### src/irfpe_pkg.sv
package irfpe_pkg;

   localparam int BUF_BYTES = 16;
   localparam int BUF_IDX_W = 4;
   localparam int BYTE_POS_W = 5;
   localparam int CODED_W = 24;
   localparam int CODED_CNT_W = 5;
   localparam int MARKER_W = 3;
   localparam int GAP_W = 16;
   localparam int FLEN_W = 5;
   localparam int CSR_IDX_W = 1;
   localparam int CSR_DATA_W = 16;

   localparam logic [7:0] HEADER_PATTERN = 8'hF8;
   localparam logic [7:0] TAIL_PATTERN = 8'hF0;
   localparam logic [GAP_W-1:0] GAP_TICKS_RESET = 16'd30;

   localparam logic [1:0] KIND_TICK = 2'd0;
   localparam logic [1:0] KIND_WRITE_BYTE = 2'd1;
   localparam logic [1:0] KIND_LOAD_REPEATS = 2'd2;

   localparam logic [CSR_IDX_W-1:0] CSR_FRAME_LENGTH = 1'd0;
   localparam logic [CSR_IDX_W-1:0] CSR_GAP_TICKS = 1'd1;

   typedef struct packed {
      logic [1:0] kind;
      logic [BUF_IDX_W-1:0] index;
      logic [7:0] value;
   } item_type;

   typedef struct packed {
      logic led_on;
      logic frame_done;
      logic [7:0] repeats_left;
   } result_type;

   typedef struct packed {
      logic [FLEN_W-1:0] frame_length;
      logic [GAP_W-1:0] gap_ticks;
   } cfg_type;

   typedef struct packed {
      logic [CODED_W-1:0] word;
      logic [CODED_CNT_W-1:0] count;
   } coded_type;

   // 1 -> 100, 0 -> 10, MSB first
   function automatic coded_type code_byte(input logic [7:0] b);
      coded_type c;
      c = '0;
      for (int k = 7; k >= 0; k--) begin
         if (b[k]) begin
            c.word = {c.word[CODED_W-4:0], 3'b100};
            c.count = c.count + CODED_CNT_W'(3);
         end else begin
            c.word = {c.word[CODED_W-3:0], 2'b10};
            c.count = c.count + CODED_CNT_W'(2);
         end
      end
      return c;
   endfunction

endpackage

### src/irfpe_engine.sv
module irfpe_engine
   import irfpe_pkg::*;
(
   input  logic       clock,
   input  logic       reset,
   input  logic       fire,
   input  item_type   item,
   input  cfg_type    cfg,
   output result_type result
);

   localparam logic [1:0] PHASE_HEADER = 2'd0;
   localparam logic [1:0] PHASE_DATA = 2'd1;
   localparam logic [1:0] PHASE_TAIL = 2'd2;

   logic [7:0] buf_ff [BUF_BYTES];
   logic [7:0] repeats_ff, repeats_in;
   logic [1:0] phase_ff, phase_in;
   logic in_gap_ff, in_gap_in;
   logic [MARKER_W-1:0] marker_ff, marker_in;
   logic [BYTE_POS_W-1:0] byte_pos_ff, byte_pos_in;
   logic [CODED_CNT_W-1:0] bits_pending_ff, bits_pending_in;
   logic [CODED_W-1:0] coded_ff, coded_in;
   logic [GAP_W-1:0] gap_count_ff, gap_count_in;
   logic led_ff, led_in;

   logic done;
   logic [BYTE_POS_W-1:0] len;
   logic [CODED_W-1:0] coded_shift;
   coded_type coded;

   assign len = (cfg.frame_length > BYTE_POS_W'(BUF_BYTES)) ? BYTE_POS_W'(BUF_BYTES)
                                                             : cfg.frame_length;
   assign coded = code_byte(buf_ff[byte_pos_ff[BUF_IDX_W-1:0]]);

   always_comb begin
      repeats_in = repeats_ff;
      phase_in = phase_ff;
      in_gap_in = in_gap_ff;
      marker_in = marker_ff;
      byte_pos_in = byte_pos_ff;
      bits_pending_in = bits_pending_ff;
      coded_in = coded_ff;
      gap_count_in = gap_count_ff;
      led_in = led_ff;
      done = 1'b0;
      coded_shift = '0;

      unique case (item.kind)
         KIND_TICK: begin
            if (in_gap_ff) begin
               led_in = 1'b0;
               if (gap_count_ff >= cfg.gap_ticks) begin
                  gap_count_in = '0;
                  in_gap_in = 1'b0;
               end else begin
                  gap_count_in = gap_count_ff + GAP_W'(1);
               end
            end else if (repeats_ff != 8'd0) begin
               unique case (phase_ff)
                  PHASE_HEADER: begin
                     led_in = HEADER_PATTERN[3'd7 - marker_ff];
                     marker_in = marker_ff + MARKER_W'(1);
                     if (marker_ff == 3'd7) begin
                        phase_in = PHASE_DATA;
                     end
                  end
                  PHASE_DATA: begin
                     if (bits_pending_ff == '0) begin
                        if (byte_pos_ff < len) begin
                           coded_in = coded.word;
                           bits_pending_in = coded.count;
                           byte_pos_in = byte_pos_ff + BYTE_POS_W'(1);
                        end else begin
                           // end of data: hold the LED for this tick
                           phase_in = PHASE_TAIL;
                        end
                     end
                     if (bits_pending_in != '0) begin
                        bits_pending_in = bits_pending_in - CODED_CNT_W'(1);
                        coded_shift = coded_in >> bits_pending_in;
                        led_in = coded_shift[0];
                     end
                  end
                  default: begin
                     led_in = TAIL_PATTERN[3'd7 - marker_ff];
                     marker_in = marker_ff + MARKER_W'(1);
                     if (marker_ff == 3'd7) begin
                        led_in = 1'b0;
                        repeats_in = repeats_ff - 8'd1;
                        phase_in = PHASE_HEADER;
                        byte_pos_in = '0;
                        done = 1'b1;
                        in_gap_in = 1'b1;
                        gap_count_in = '0;
                     end
                  end
               endcase
            end
         end
         KIND_LOAD_REPEATS: begin
            repeats_in = item.value;
         end
         default: begin
            // byte writes go straight to the buffer; kind 3 is dropped
         end
      endcase

      result.led_on = led_in;
      result.frame_done = done;
      result.repeats_left = repeats_in;
   end

   always_ff @(posedge clock) begin
      if (reset) begin
         for (int i = 0; i < BUF_BYTES; i++) begin
            buf_ff[i] <= '0;
         end
         repeats_ff <= '0;
         phase_ff <= PHASE_HEADER;
         in_gap_ff <= 1'b0;
         marker_ff <= '0;
         byte_pos_ff <= '0;
         bits_pending_ff <= '0;
         coded_ff <= '0;
         gap_count_ff <= '0;
         led_ff <= 1'b0;
      end else if (fire) begin
         // every 4-bit index lies inside the buffer
         if (item.kind == KIND_WRITE_BYTE) begin
            buf_ff[item.index] <= item.value;
         end
         repeats_ff <= repeats_in;
         phase_ff <= phase_in;
         in_gap_ff <= in_gap_in;
         marker_ff <= marker_in;
         byte_pos_ff <= byte_pos_in;
         bits_pending_ff <= bits_pending_in;
         coded_ff <= coded_in;
         gap_count_ff <= gap_count_in;
         led_ff <= led_in;
      end
   end

   a_gap_led_off: assert property (@(posedge clock) disable iff (reset)
      in_gap_ff |-> !led_ff)
      else $error("LED on during inter-frame gap");

   a_pending_in_data: assert property (@(posedge clock) disable iff (reset)
      (bits_pending_ff != '0) |-> (phase_ff == PHASE_DATA))
      else $error("coded bits pending outside data phase");

   a_done_enters_gap: assert property (@(posedge clock) disable iff (reset)
      (fire && result.frame_done) |=> (in_gap_ff && !led_ff && gap_count_ff == '0))
      else $error("frame end did not start a gap");

endmodule

### src/ir_frame_pulse_encoder.sv
// Channel   Direction  Handshake            Payload
// req       in         req_valid/req_stall  req_kind, req_index, req_value
// rsp       out        rsp_valid/rsp_stall  rsp_led_on, rsp_frame_done, rsp_repeats_left
// csr       in         csr_we               csr_index, csr_wdata
//
// One transaction per cycle unless rsp_stall holds a result; results are registered.
// The step logic sits between the request register and the result register.
// Synchronous active-high reset clears engine state, the buffer and both valid flags.
// rsp_stall holds the result; the request register takes a transaction while it is empty,
// or while the result register is free or being taken in the same cycle.
module ir_frame_pulse_encoder
   import irfpe_pkg::*;
(
   input  logic                  clock,
   input  logic                  reset,
   input  logic                  req_valid,
   output logic                  req_stall,
   input  logic [1:0]            req_kind,
   input  logic [BUF_IDX_W-1:0]  req_index,
   input  logic [7:0]            req_value,
   output logic                  rsp_valid,
   input  logic                  rsp_stall,
   output logic                  rsp_led_on,
   output logic                  rsp_frame_done,
   output logic [7:0]            rsp_repeats_left,
   input  logic                  csr_we,
   input  logic [CSR_IDX_W-1:0]  csr_index,
   input  logic [CSR_DATA_W-1:0] csr_wdata
);

   logic s1_valid_ff, s1_valid_in;
   item_type s1_item_ff;
   logic rsp_valid_ff, rsp_valid_in;
   result_type rsp_ff, step_result;
   cfg_type cfg_ff;
   logic advance, fire, req_take;

   assign advance = !rsp_valid_ff || !rsp_stall;
   assign fire = s1_valid_ff && advance;
   assign req_stall = s1_valid_ff && !advance;
   assign req_take = req_valid && !req_stall;

   assign s1_valid_in = req_take ? 1'b1 : (fire ? 1'b0 : s1_valid_ff);
   assign rsp_valid_in = fire ? 1'b1 : (rsp_valid_ff && rsp_stall);

   irfpe_engine u_engine (
      .clock  (clock),
      .reset  (reset),
      .fire   (fire),
      .item   (s1_item_ff),
      .cfg    (cfg_ff),
      .result (step_result)
   );

   always_ff @(posedge clock) begin
      if (reset) begin
         s1_valid_ff <= 1'b0;
         rsp_valid_ff <= 1'b0;
         cfg_ff.frame_length <= '0;
         cfg_ff.gap_ticks <= GAP_TICKS_RESET;
      end else begin
         s1_valid_ff <= s1_valid_in;
         rsp_valid_ff <= rsp_valid_in;
         if (csr_we) begin
            unique case (csr_index)
               CSR_FRAME_LENGTH: cfg_ff.frame_length <= csr_wdata[FLEN_W-1:0];
               CSR_GAP_TICKS:    cfg_ff.gap_ticks <= csr_wdata[GAP_W-1:0];
               default: ;
            endcase
         end
      end
   end

   always_ff @(posedge clock) begin
      if (req_take) begin
         s1_item_ff.kind <= req_kind;
         s1_item_ff.index <= req_index;
         s1_item_ff.value <= req_value;
      end
      if (fire) begin
         rsp_ff <= step_result;
      end
   end

   assign rsp_valid = rsp_valid_ff;
   assign rsp_led_on = rsp_ff.led_on;
   assign rsp_frame_done = rsp_ff.frame_done;
   assign rsp_repeats_left = rsp_ff.repeats_left;

   a_stall_only_when_full: assert property (@(posedge clock) disable iff (reset)
      req_stall |-> (s1_valid_ff && rsp_valid_ff))
      else $error("request stalled with room in the pipeline");

endmodule
### config.mk
export PLATFORM = sky130hd
export DESIGN_NAME = ir_frame_pulse_encoder
export DESIGN_NICKNAME = d
export VERILOG_FILES = /design/src/irfpe_pkg.sv /design/src/irfpe_engine.sv /design/src/ir_frame_pulse_encoder.sv
export SDC_FILE = /design/constraint.sdc
export NUM_CORES = 1
export LEC_CHECK = 0
export BUFFER_PORTS_ARGS = -buffer_cell sky130_fd_sc_hd__buf_2
export CORE_MARGIN = 4
export CORE_UTILIZATION = 63
export CTS_CLUSTER_SIZE = 40
export DETAILED_ROUTE_END_ITERATION = 12
export GPL_TIMING_DRIVEN = 0
export PLACE_DENSITY = 0.9
export SLEW_MARGIN = 20
export SYNTH_ARGS = -nofsm -noshare
export SYNTH_HDL_FRONTEND = slang
export SYNTH_SLANG_ARGS = --single-unit
export TNS_END_PERCENT = 5
### constraint.sdc
create_clock -name clock -period 9.75 [get_ports clock]
set_input_delay 0 -clock clock [delete_from_list [all_inputs] [get_ports clock]]
set_output_delay 0 -clock clock [all_outputs]
set_load 0.01 [all_outputs]
==> impl_results.md <==
* Die width at 158 microns
* Mux contribution to synthesized area at 8.88%
* Syn Inst Count at 1434
* Initial core utilization at 64.8%
* Die Footprint at 25100 sq um
* Final setup violating endpoints at 0
* Largest family of logic cells by synthesized area: simple AND/OR/NAND/NOR gates
* Worst path most repeated cell: ha_1
* GRT Overall Usage at 35.2%
* Synth Register Bits at 244
* Hold WS at 0.135 ns
* Total gr overflow at 0
* CTS tree: yes
* Maximum clock insertion buffer count at 3
* Row cnt at 54
* Share of layout cells above drive strength 1 at 11.1%
* WP data arrival at 9.56 ns
* Slowest-stage cell, CP: clkbuf_1
* Commonest cells in the netlist: edfxtp_1 (152), nand2_1 (138), and2_1 (136)
* Crit path capture type: flip-flop
* Mapped cell area at 14300 sq um
* Part of the Yosys area used for sequential elements at 44.9%
* Slew Viols, Final at 0
* Syn Area/Cell at 9.95 sq um
* Crit-path max FO at 10
* Core area at 22000 sq um
* Number of global-route vias before repair at 12600
* Initial DRC count at 1733
* Crit path depth at 29
* Dpl hpwl at 28.1 mm
* Status: completed
* Top delay family on crit path: compound AO/OA/AOI/OAI gates
* Reg2reg setup slack at 0.46 ns
* Crit path to: rsp_led_on
* Yosys Warn Count at 0
* Drt pass-1 iters at 6
* # diodes at 0
* Crit-path max cell delay at 0.68 ns
* Final ANT Viol Nets at 0
* I/O Buffers at 46
* Area share of fa/ha/maj cells after synthesis at 4.53%
* Final Util at 72.4%
* Async SR Flop Fraction at 0%
* Global-route wire length before repair at 68.9 mm
* RSZ-0062 raised after global routing: no
* Initial antenna violation count at 0
* Worst Tran Pin Value at 1.13 ns
* Number of flops mapped to enable cells by yosys at 152
* CP startpoint kind: flip-flop
* Compound-cell area share of the yosys netlist at 14.6%
* Relative max-transition margin at 24.0%
* Max Clk Rate at 0.108 GHz
* Final net count at 1629
* Worst reg-to-reg path cell count at 29
* Num CTS Buffers at 25
* Peak supply drop at 168 uV
* Worst Clk Skew at 0.0142 ns
* Ys flop type: edfxtp_1
* Synthesized Nets at 1521
* Total of max-cap violations at 0
* Total wire length at 44.0 mm
* # clock sinks at 244
* GPL Wtd Cong at 0.975
* Final worst path period share at 95.3%
* Reg-to-Reg End: rsp_led_on
* CP Buf/Inv Count at 6
* Min-Delay Path Class: in -> reg
* Clk_lat worst skew at 0.53 ns
* Share of the synthesized area in the top cell type at 32.0%
* Largest net degree at the start of global routing at 20
* Vias post-DR at 12600
* DRC errors left at 0
* Die span in y at 158 microns
* Setup TNS Final at 0 ns
* Hold Vio Cnt, Final at 0
* Critical path class: reg -> reg
* Synth area leader: edfxtp_1
* PD cells at 152 nW/um^2
* Final min period at 9.29 ns
* Via density per instance at 6.87
* Layout area overhead at 11.9%
* Lkg Pwr at 6.12 nW
* Most frequent cell after synthesis: edfxtp_1
* # Post-CTS Setup Buffers at 0
* Clock transition at path regs at 0.07 ns
* Synth Area in XOR/XNOR at 2.91%
* Top Ports at 48
* CTS Root Cell: clkbuf_16
* CTS H-tree depth at 1
* WP data required at 10.02 ns
* WL/cell at 23.9 microns
* Synth top area cells: edfxtp_1 (32%), dfxtp_1 (13%), and2_1 (6.0%)
* Simple-Gate Fraction of Synth Area at 20.2%
* Distinct cells, synth at 96
==> per-stage QoR <==
| stage | total power [W] | cell area (sq um) | worst slack (ns) | std cells |
|---|---|---|---|---|
| 2_1_floorplan | 0.00143 | 14300 | 2.05 | 1434 |
| 3_3_place_gp | 0.00152 | 14800 | 0.436 | 1760 |
| 3_5_place_dp | 0.00153 | 14800 | 0.430 | 1760 |
| 4_1_cts | 0.00238 | 15900 | 0.381 | 1840 |
| 5_1_grt | 0.00250 | 16000 | 0.0410 | 1839 |
| 6_report | 0.00243 | 16000 | 0.459 | 1839 |
==> cells by family after synthesis <==
| logic type | after synthesis |
|---|---|
| xor gates and xnor gates | 40 |
| AOI/OAI and AO/OA | 310 |
| adders and majority gates | 51 |
| buffers and inverters | 134 |
| DFF | 244 |
| muxes | 88 |
| and+or+nand+nor | 567 |
==> area by class of cell <==
class | instances | area (sq um)
Multi-Input combinational cell | 1056 | 7330
Sequential cell | 244 | 6410
Fill cell | 1411 | 6070
Clock buffer | 28 | 637
Timing Repair Buffer | 82 | 591
Buffer | 82 | 372
Tap cell | 280 | 350
Inverter | 51 | 191
Clock inverter | 16 | 78.8
==> state kept, by name, summed over array words and instances, names as in the netlist, named ones only <==
signal                    cells
u_engine.buf_ff             128
u_engine.marker_ff            3
u_engine.byte_pos_ff          5
u_engine.bits_pending_ff      5
rsp_frame_done                1
s1_valid_ff                   1
s1_item_ff                   14
cfg_ff                       21
rsp_valid                     1
u_engine.in_gap_ff            1
u_engine.led_ff               1
u_engine.repeats_ff           8
rsp_led_on                    1
rsp_repeats_left              8
u_engine.phase_ff             2
u_engine.coded_ff            24
u_engine.gap_count_ff        16
==> metal layers <==
layer	global-route usage, %	wire, microns
met5	0	0
met4	17.7	2920
met3	6.63	5010
met2	57.3	20500
met1	45.5	15600
==> tightest hold or removal path, delay by kind of cell <==
family / cells / cell delay [ns]
AND/OR/NAND/NOR: 2 / 0.21
AO/OA/AOI/OAI: 1 / 0.05
buffers and inverters: 2 / 0.35
==> timing repair <==
action / in CTS / in global routing
hold buffers: 36 / 0
endpoints found under the setup margin: 0 / 2
resized for setup: 0 / 4
hold endpoints to repair: 37 / 0
==> cells in the final DEF (no fill, tap or decap), drive strengths merged, types with 9 or more instances in the layout <==
| master | n |
|---|---|
| edfxtp | 152 |
| mux2 | 9 |
| nand4 | 17 |
| mux2i | 50 |
| a21oi | 88 |
| dfxtp | 92 |
| nor3 | 47 |
| or2 | 10 |
| o221ai | 10 |
| and2 | 136 |
| a22oi | 10 |
| xnor2 | 20 |
| inv | 50 |
| nor4 | 10 |
| nand2 | 138 |
| o211ai | 12 |
| clkinv | 17 |
| a211oi | 11 |
| nand3 | 27 |
| clkbuf | 86 |
| nor2b | 17 |
| o21ai | 62 |
| dlygate4sd3 | 36 |
| buf | 70 |
| ha | 50 |
| xor2 | 17 |
| nor2 | 121 |
| mux4 | 29 |
| a21o | 16 |
| and3 | 13 |
==> how the worst min path moves through the flow <==
stage | start | endpoint | slack [ns] | cells past startpoint
floorplan | req_value[0] | s1_item_ff[0] | 0.1 | 0
global placement | req_value[4] | s1_item_ff[4] | 0.18 | 1
detailed placement | req_value[2] | s1_item_ff[2] | 0.18 | 1
CTS | csr_we | cfg_ff[14] | 0.11 | 5
global route | csr_we | cfg_ff[14] | 0.20 | 5
finish | csr_we | cfg_ff[14] | 0.14 | 5
==> report_power, final <==
| part | switching [W] | total (W) | internal (W) | leakage (nW) |
|---|---|---|---|---|
| logic | 0.000246 | 0.000398 | 0.000152 | 3.45 |
| registers | 0.0000217 | 0.00115 | 0.00113 | 2.31 |
| clock network | 0.000413 | 0.000882 | 0.000470 | 0.356 |
No activity file was read; power rests on OpenSTA's default activity.
